$ cat config.mk
export PLATFORM = sky130hd
export DESIGN_NAME = gesture_control_frame_encoder
export DESIGN_NICKNAME = d
export VERILOG_FILES = /design/src/rtl/gcfe_pkg.sv /design/src/rtl/gesture_control_frame_encoder.sv
export VERILOG_INCLUDE_DIRS = /design/src /design/src/rtl
export SDC_FILE = /design/constraint.sdc
export NUM_CORES = 1
export LEC_CHECK = 0
export BUFFER_PORTS_ARGS = -buffer_cell sky130_fd_sc_hd__buf_2
export CAP_MARGIN = 20
export CORE_MARGIN = 1.5
export CORE_UTILIZATION = 41
export CTS_BUF_LIST = sky130_fd_sc_hd__clkbuf_4
export DETAILED_ROUTE_END_ITERATION = 10
export GPL_ROUTABILITY_DRIVEN = 0
export PLACE_DENSITY = 0.61
export SLEW_MARGIN = 20
export SYNTH_ARGS = -nofsm -noshare
export SYNTH_HDL_FRONTEND = slang
export SYNTH_SLANG_ARGS = --single-unit
$ cat constraint.sdc
create_clock -name clk -period 13.6 [get_ports clk]
set_input_delay 1.36 -clock clk [delete_from_list [all_inputs] [get_ports clk]]
set_output_delay 1.36 -clock clk [all_outputs]
set_load 0.02 [all_outputs]
$ cat src/rtl/assert_macros.svh
// Assertion macros for the RTL of the frame encoder.
// No dependencies; included by files that carry concurrent checks.
`ifndef ASSERT_MACROS_SVH
`define ASSERT_MACROS_SVH

// Clocked check, disabled while the active-low reset is asserted.
`define GCFE_ASSERT(lbl, clk, rst_n, prop, msg) \
  lbl: assert property (@(posedge clk) disable iff (!rst_n) prop) else $error(msg);

// Clocked check that also holds during reset.
`define GCFE_ASSERT_ALWAYS(lbl, clk, prop, msg) \
  lbl: assert property (@(posedge clk) prop) else $error(msg);

`endif

$ cat src/rtl/gcfe_pkg.sv
// Package for the gesture control frame encoder: frame layout, ASCII codes,
// register map, reset values and the throttle / hex helper functions. No dependencies.
`timescale 1ns / 1ps

package gcfe_pkg;

  localparam int FrameLen = 14;
  localparam int CntW     = $clog2(FrameLen);
  localparam int AddrW    = 4;
  localparam int DataW    = 32;
  localparam int DzW      = 15;
  localparam int CodeW    = 8;

  typedef logic [CntW-1:0] pos_t;

  // byte positions inside a frame
  localparam pos_t PosColon = pos_t'(0);
  localparam pos_t PosR     = pos_t'(1);
  localparam pos_t PosC     = pos_t'(2);
  localparam pos_t PosThrHi = pos_t'(3);
  localparam pos_t PosThrLo = pos_t'(4);
  localparam pos_t PosDirHi = pos_t'(7);
  localparam pos_t PosDirLo = pos_t'(8);
  localparam pos_t PosChkHi = pos_t'(11);
  localparam pos_t PosChkLo = pos_t'(12);
  localparam pos_t PosEnd   = pos_t'(FrameLen - 1);

  localparam logic [7:0] AsciiColon   = 8'h3A;
  localparam logic [7:0] AsciiR       = 8'h52;
  localparam logic [7:0] AsciiC       = 8'h43;
  localparam logic [7:0] AsciiZero    = 8'h30;
  localparam logic [7:0] AsciiSlash   = 8'h2F;
  localparam logic [7:0] HexNumBase   = 8'd48;
  localparam logic [7:0] HexAlphaBase = 8'd55;

  // bytes 1..10 that never change: 'R', 'C' and four '0'
  localparam logic [7:0] FixedSum =
    8'(int'(AsciiR) + int'(AsciiC) + 4 * int'(AsciiZero));

  localparam int ThrLinHi    = 30;
  localparam int ThrOffHi    = 60;
  localparam int ThrFracHi   = 70;
  localparam int ThrOffset   = 90;
  localparam int ThrFracBase = 150;
  localparam int ThrMax      = 160;

  typedef enum logic [1:0] {
    RegDeadZone  = 2'd0,
    RegRightCode = 2'd1,
    RegLeftCode  = 2'd2
  } reg_idx_t;

  localparam logic [DzW-1:0]   DeadZoneRst  = DzW'(20);
  localparam logic [CodeW-1:0] RightCodeRst = CodeW'(15);
  localparam logic [CodeW-1:0] LeftCodeRst  = CodeW'(143);

  function automatic logic [7:0] hex_digit(input logic [3:0] nib);
    return (nib < 4'd10) ? (8'(nib) + HexNumBase) : (8'(nib) + HexAlphaBase);
  endfunction

  // floor(4*d/5) as (4*d*13) >> 6, exact for d below 10
  function automatic logic [2:0] thr_frac(input logic [3:0] d);
    logic [8:0] p;
    p = 9'(d) * 9'd52;
    return p[8:6];
  endfunction

  function automatic logic [7:0] throttle(input logic [15:0] dy);
    logic [6:0] d;
    d = dy[6:0] - 7'(ThrOffHi);
    if (dy[15] || dy == 16'd0) begin
      return 8'd0;
    end else if (dy < 16'(ThrLinHi)) begin
      return {1'b0, dy[4:0], 2'b00};
    end else if (dy < 16'(ThrOffHi)) begin
      return 8'(dy[5:0]) + 8'(ThrOffset);
    end else if (dy < 16'(ThrFracHi)) begin
      return 8'(ThrFracBase) + 8'(thr_frac(d[3:0]));
    end else begin
      return 8'(ThrMax);
    end
  endfunction

endpackage

$ cat src/rtl/gesture_control_frame_encoder.sv
// Gesture control frame encoder. Accepts a delta_x / delta_y item, turns it into a
// 14-byte ASCII control frame ":RC<thr>00<dir>00<chk>/" and sends one byte per cycle.
// The byte serializer puts out one frame byte per clock. An item waits in the input
// register while the frame ahead of it is sent and moves to the serializer at the
// edge that puts that frame's closing '/' on the outputs; the next item is taken at
// that same edge. Frames therefore follow each other with no gap and start may be
// held high. On an idle block an accepted item moves from the input register to the
// serializer, and its first byte then passes through the output register. The
// receiver cannot stall: each byte is on out_frame_byte for exactly one cycle with
// out_valid high, and out_frame_end marks the closing '/'. busy is high while an
// item waits for the serializer. Registers: 0x0 dead zone, 0x4 right code, 0x8 left
// code; write them only while no frame is pending.
// Depends on gcfe_pkg and assert_macros.svh.
`timescale 1ns / 1ps
`include "assert_macros.svh"

module gesture_control_frame_encoder (
  input  logic                        clk,
  input  logic                        rst_n,
  input  logic                        start,
  output logic                        busy,
  input  logic signed [15:0]          in_delta_x,
  input  logic signed [15:0]          in_delta_y,
  output logic                        out_valid,
  output logic [7:0]                  out_frame_byte,
  output logic                        out_frame_end,
  input  logic                        psel,
  input  logic                        penable,
  input  logic                        pwrite,
  input  logic [gcfe_pkg::AddrW-1:0]  paddr,
  input  logic [gcfe_pkg::DataW-1:0]  pwdata,
  output logic [gcfe_pkg::DataW-1:0]  prdata,
  output logic                        pready
);

  // configuration
  logic [gcfe_pkg::DzW-1:0]   cfg_dead_zone_r;
  logic [gcfe_pkg::CodeW-1:0] cfg_right_code_r;
  logic [gcfe_pkg::CodeW-1:0] cfg_left_code_r;
  gcfe_pkg::reg_idx_t         cfg_idx;
  logic                       cfg_wr;

  // input register
  logic                       in_vld_r;
  logic signed [15:0]         dx_r;
  logic signed [15:0]         dy_r;
  logic                       accept;
  logic                       load;

  // frame fields and serializer
  logic [7:0]                 thr_r, thr_nxt;
  logic [7:0]                 dir_r, dir_nxt;
  logic [7:0]                 chk_r, chk_nxt;
  logic                       act_r;
  gcfe_pkg::pos_t             cnt_r;
  logic                       last_pos;
  logic [7:0]                 byte_sel;

  logic signed [16:0]         dx_ext;
  logic signed [16:0]         dz_pos;
  logic signed [16:0]         dz_neg;
  logic [7:0]                 sum;

  // output register
  logic                       out_valid_r;
  logic [7:0]                 out_frame_byte_r;
  logic                       out_frame_end_r;

  // ---------------- configuration port ----------------
  assign pready  = 1'b1;
  assign cfg_idx = gcfe_pkg::reg_idx_t'(paddr[3:2]);
  assign cfg_wr  = psel && penable && pwrite && pready;

  always_ff @(posedge clk) begin
    if (!rst_n) begin
      cfg_dead_zone_r  <= gcfe_pkg::DeadZoneRst;
      cfg_right_code_r <= gcfe_pkg::RightCodeRst;
      cfg_left_code_r  <= gcfe_pkg::LeftCodeRst;
    end else if (cfg_wr) begin
      unique case (cfg_idx)
        gcfe_pkg::RegDeadZone:  cfg_dead_zone_r  <= pwdata[gcfe_pkg::DzW-1:0];
        gcfe_pkg::RegRightCode: cfg_right_code_r <= pwdata[gcfe_pkg::CodeW-1:0];
        gcfe_pkg::RegLeftCode:  cfg_left_code_r  <= pwdata[gcfe_pkg::CodeW-1:0];
        default: ;
      endcase
    end
  end

  always_comb begin
    prdata = '0;
    unique case (cfg_idx)
      gcfe_pkg::RegDeadZone:  prdata = gcfe_pkg::DataW'(cfg_dead_zone_r);
      gcfe_pkg::RegRightCode: prdata = gcfe_pkg::DataW'(cfg_right_code_r);
      gcfe_pkg::RegLeftCode:  prdata = gcfe_pkg::DataW'(cfg_left_code_r);
      default:                prdata = '0;
    endcase
  end

  // ---------------- input handshake ----------------
  assign last_pos = (cnt_r == gcfe_pkg::PosEnd);
  // hand the held item to the serializer when it is idle or on its last byte
  assign load     = in_vld_r && (!act_r || last_pos);
  assign busy     = in_vld_r && !load;
  assign accept   = start && !busy;

  always_ff @(posedge clk) begin
    if (!rst_n) begin
      in_vld_r <= 1'b0;
    end else if (accept) begin
      in_vld_r <= 1'b1;
    end else if (load) begin
      in_vld_r <= 1'b0;
    end
  end

  always_ff @(posedge clk) begin
    if (accept) begin
      dx_r <= in_delta_x;
      dy_r <= in_delta_y;
    end
  end

  // ---------------- frame field computation ----------------
  always_comb begin
    dx_ext  = {dx_r[15], dx_r};
    dz_pos  = {2'b00, cfg_dead_zone_r};
    dz_neg  = -dz_pos;
    thr_nxt = gcfe_pkg::throttle(dy_r);
    if (dx_ext > dz_pos) begin
      dir_nxt = cfg_right_code_r;
    end else if (dx_ext < dz_neg) begin
      dir_nxt = cfg_left_code_r;
    end else begin
      dir_nxt = 8'd0;
    end
    sum = gcfe_pkg::FixedSum
        + gcfe_pkg::hex_digit(thr_nxt[7:4]) + gcfe_pkg::hex_digit(thr_nxt[3:0])
        + gcfe_pkg::hex_digit(dir_nxt[7:4]) + gcfe_pkg::hex_digit(dir_nxt[3:0]);
    chk_nxt = 8'd0 - sum;
  end

  always_ff @(posedge clk) begin
    if (load) begin
      thr_r <= thr_nxt;
      dir_r <= dir_nxt;
      chk_r <= chk_nxt;
    end
  end

  // ---------------- serializer ----------------
  always_ff @(posedge clk) begin
    if (!rst_n) begin
      act_r <= 1'b0;
      cnt_r <= '0;
    end else if (load) begin
      act_r <= 1'b1;
      cnt_r <= gcfe_pkg::PosColon;
    end else if (act_r) begin
      if (last_pos) begin
        act_r <= 1'b0;
      end else begin
        cnt_r <= cnt_r + gcfe_pkg::pos_t'(1);
      end
    end
  end

  always_comb begin
    unique case (cnt_r)
      gcfe_pkg::PosColon: byte_sel = gcfe_pkg::AsciiColon;
      gcfe_pkg::PosR:     byte_sel = gcfe_pkg::AsciiR;
      gcfe_pkg::PosC:     byte_sel = gcfe_pkg::AsciiC;
      gcfe_pkg::PosThrHi: byte_sel = gcfe_pkg::hex_digit(thr_r[7:4]);
      gcfe_pkg::PosThrLo: byte_sel = gcfe_pkg::hex_digit(thr_r[3:0]);
      gcfe_pkg::PosDirHi: byte_sel = gcfe_pkg::hex_digit(dir_r[7:4]);
      gcfe_pkg::PosDirLo: byte_sel = gcfe_pkg::hex_digit(dir_r[3:0]);
      gcfe_pkg::PosChkHi: byte_sel = gcfe_pkg::hex_digit(chk_r[7:4]);
      gcfe_pkg::PosChkLo: byte_sel = gcfe_pkg::hex_digit(chk_r[3:0]);
      gcfe_pkg::PosEnd:   byte_sel = gcfe_pkg::AsciiSlash;
      default:            byte_sel = gcfe_pkg::AsciiZero;  // "00" padding
    endcase
  end

  always_ff @(posedge clk) begin
    if (!rst_n) begin
      out_valid_r     <= 1'b0;
      out_frame_end_r <= 1'b0;
    end else begin
      out_valid_r     <= act_r;
      out_frame_end_r <= act_r && last_pos;
    end
  end

  always_ff @(posedge clk) begin
    out_frame_byte_r <= byte_sel;
  end

  assign out_valid      = out_valid_r;
  assign out_frame_byte = out_frame_byte_r;
  assign out_frame_end  = out_frame_end_r;

  // ---------------- assertions ----------------
  `GCFE_ASSERT(a_end_has_valid, clk, rst_n, out_frame_end |-> out_valid,
               "frame end without valid")
  `GCFE_ASSERT(a_load_starts, clk, rst_n,
               load |=> (act_r && cnt_r == gcfe_pkg::PosColon),
               "serializer did not start a frame")
  `GCFE_ASSERT(a_frame_whole, clk, rst_n,
               out_frame_end |-> ($past(out_valid, 13) &&
                                  $past(out_frame_byte, 13) == gcfe_pkg::AsciiColon),
               "frame end without a full frame before it")
  `GCFE_ASSERT(a_accept_held, clk, rst_n, accept |=> in_vld_r, "accepted item not held")

endmodule

==> impl_metrics.ini <==
[status]
outcome = finished clean

[global_routing]
grtUsageTotal_pct = 17.8
overflow = 0
antenna_found_initial = 1
grt_pass1_vias = 5368
grt_max_degree = 39
grt_pass1_wl_mm = 26.2

[clock_tree]
cts_hold_buf = 0
htreeDepth = 3
cts_buffer_depth = 2
cts_sinks = 102
clock-root-buffer = clkbuf_4
clkSlewWorstSetupHoldPaths_ns = 0.16
postCtsSetupBuffers = 0
cts_tree = built
clock_latency_ns = 0.48
cts_buffers = 9
cts_resized = 0

[sta]
hold_violations = 0
setup_viol = 0
clock.fmax_ghz = 0.148
tightest_slew_ns = 1.00
fin_setup_tns_ns = 0
rsz0062_at_grt = false
slew_violations = 0
slew_headroom_pct = 33.2
clock_skew_ns = 0.0269
finalCritPeriodShare_pct = 49.8
finalCriticalPeriod_ns = 6.78

[place]
port_buffers = 79
dpl.hpwl_mm = 12.4

[die]
start_util_pct = 42.2
core_um2 = 17400
die_w_um = 137
die-area_um2 = 18700
die_y_um = 137
rows = 48
io_pins = 118

[logic_synthesis]
ys_seq_area_share_pct = 35.5
ys_warn_count = 0
syn_area_per_cell_um2 = 9.18
ys.flop_type = edfxtp_1
ys_types = 72
synth_area_um2 = 7330
ys_ff_latch = 102
async_reset_ff_share_pct = 0
synth_edf_count = 56
postSynthCellCount = 798

[power]
power_density_nw_per_um2 = 84.9
power.leakage_nw = 3.33
peakVddDrop_mv = 0.0522

[layout]
fillers = 1723
area.growth.synth_to_final_pct = 9.07
final_util_pct = 46.0
nets = 1029
layout-drive-gt1-share_pct = 14.0

[drt]
ant_nets = 0
first_pass_iters = 5
post_drt_wl_per_cell_um = 14.3
drcViolationCount = 0
via_per_inst = 5.19
drt_iter0_markers = 208
vias = 5690
wl_mm = 15.7

[setup_path]
critPathLaunch = cfg_dead_zone_r[3]$_SDFFE_PN0P_
path_buf_inv = 3
crit_path_frequent_cell = a21oi_1
cp_top_family = adder cells
crit_path_max_fanout = 12
cp.arrival_ns = 7.01
cp_slowest_cell = fa_1
end_kind = flop
path_class = flop to flop
slowest_delay_ns = 0.54
worst_setup_path_start_kind = flop
crit_required_ns = 13.83
r2r-start = cfg_dead_zone_r[3]$_SDFFE_PN0P_

[run]
cap_violations = 0

[worst_hold_path]
min_path_type = flop to flop
hp-start = cfg_dead_zone_r[13]$_SDFFE_PN0P_
==> state kept, by name, indices dropped and copies added (netlist names), 4 cells and up <==
signal / flops
dx_r: 16
dy_r: 16
cfg_dead_zone_r: 15
cfg_left_code_r: 8
cfg_right_code_r: 8
chk_r: 8
dir_r: 8
thr_r: 8
out_frame_byte: 7
cnt_r: 4
==> cells in the mapped netlist, types with 19 or more instances <==
cell / n / area [µm²]
a21boi_0: 21 / 158
a21oi_1: 51 / 255
buf_4: 21 / 158
dfxtp_1: 46 / 921
edfxtp_1: 56 / 1680
ha_1: 75 / 938
inv_1: 78 / 293
mux2i_1: 19 / 190
nand2_1: 108 / 405
nand3_1: 23 / 115
nor2_1: 36 / 135
o21ai_0: 24 / 120
xnor2_1: 32 / 280
==> cell type report <==
type	count	area (µm²)	area share (%)
Multi-Input combinational cell	594	4270	53.4
Clock inverter	6	60.1	0.751
Timing Repair Buffer	81	410	5.13
Clock buffer	10	75.1	0.939
Tap cell	225	282	3.52
Antenna cell	1	2.50	0.0313
Inverter	78	293	3.66
Sequential cell	102	2600	32.6
==> report_power, final <==
group | switching (W) | internal, W | total, W
Clock | 0.000102 | 0.0000579 | 0.000159
Sequential | 0.0000138 | 0.000348 | 0.000362
Combinational | 0.0000899 | 0.0000671 | 0.000157
==> routing by layer <==
metal  share of wire (%)  up-vias  routed length [µm]  global-route usage [%]
li1                    -     2937                   -                       -
met1                  47     2610                7460                    23.6
met2                  47      127                7360                    29.5
met3                 4.2       16                 653                    4.19
met4                 1.5        0                 240                    4.37
met5                   0        -                   0                       0
==> worst min-delay path: stages, from the launching register on <==
cell and delay, ns:
dfxtp_1 0.34, nand2_1 0.05, a21boi_0 0.06
==> path summary, 6_finish.rpt <==
| path | to | slack (ns) | cells after the start |
|---|---|---|---|
| setup reg to reg | chk_r[7]$_DFFE_PP_ | 6.82 | 28 |
| setup / recovery | chk_r[7]$_DFFE_PP_ | 6.82 | 28 |
| hold / removal | cfg_dead_zone_r[13]$_SDFFE_PN0P_ | 0.48 | 2 |
| hold reg to reg | cfg_dead_zone_r[13]$_SDFFE_PN0P_ | 0.48 | 2 |
==> cell usage in the layout (no fill, tap or decap), drive strengths merged, types with 10 or more instances in the layout <==
master and count:
clkbuf 10, edfxtp 56, ha 75, nor3 19, buf 81, fa 14
a21oi 51, mux2i 19, nand3 23, a211oi 10, dfxtp 46, xnor2 32
nand2 108, conb 19, o21ai 27, inv 80, o211ai 11, nor2b 12
a21boi 21, nor2 38
==> through the flow <==
step | hold slack, ns | cells | area [µm²] | power [W] | setup slack, ns
floorplan | 0.443 | 815 | 7390 | 0.000490 | 7.81
global placement | 0.455 | 1080 | 7850 | 0.000524 | 6.92
detailed placement | 0.463 | 1080 | 7850 | 0.000527 | 6.85
CTS | 0.484 | 1096 | 7990 | 0.000689 | 6.78
global route | 0.510 | 1097 | 7990 | 0.000725 | 6.26
finish | 0.480 | 1097 | 7990 | 0.000678 | 6.82
==> logic make-up (layout without fill, tap and decap cells) <==
family          Yosys count  in the layout  synth area share, %
fa+ha+maj                89             89                 16.6
simple gates            253            253                 16.5
compound gates          178            178                 17.0
other cells               2             20                0.102
xor+xnor                 35             35                 4.18
mux                      20             20                 2.80
buf+inv                 119            175                 7.29
flops                   102            102                 35.5
Power figures use the tool's default switching activity.
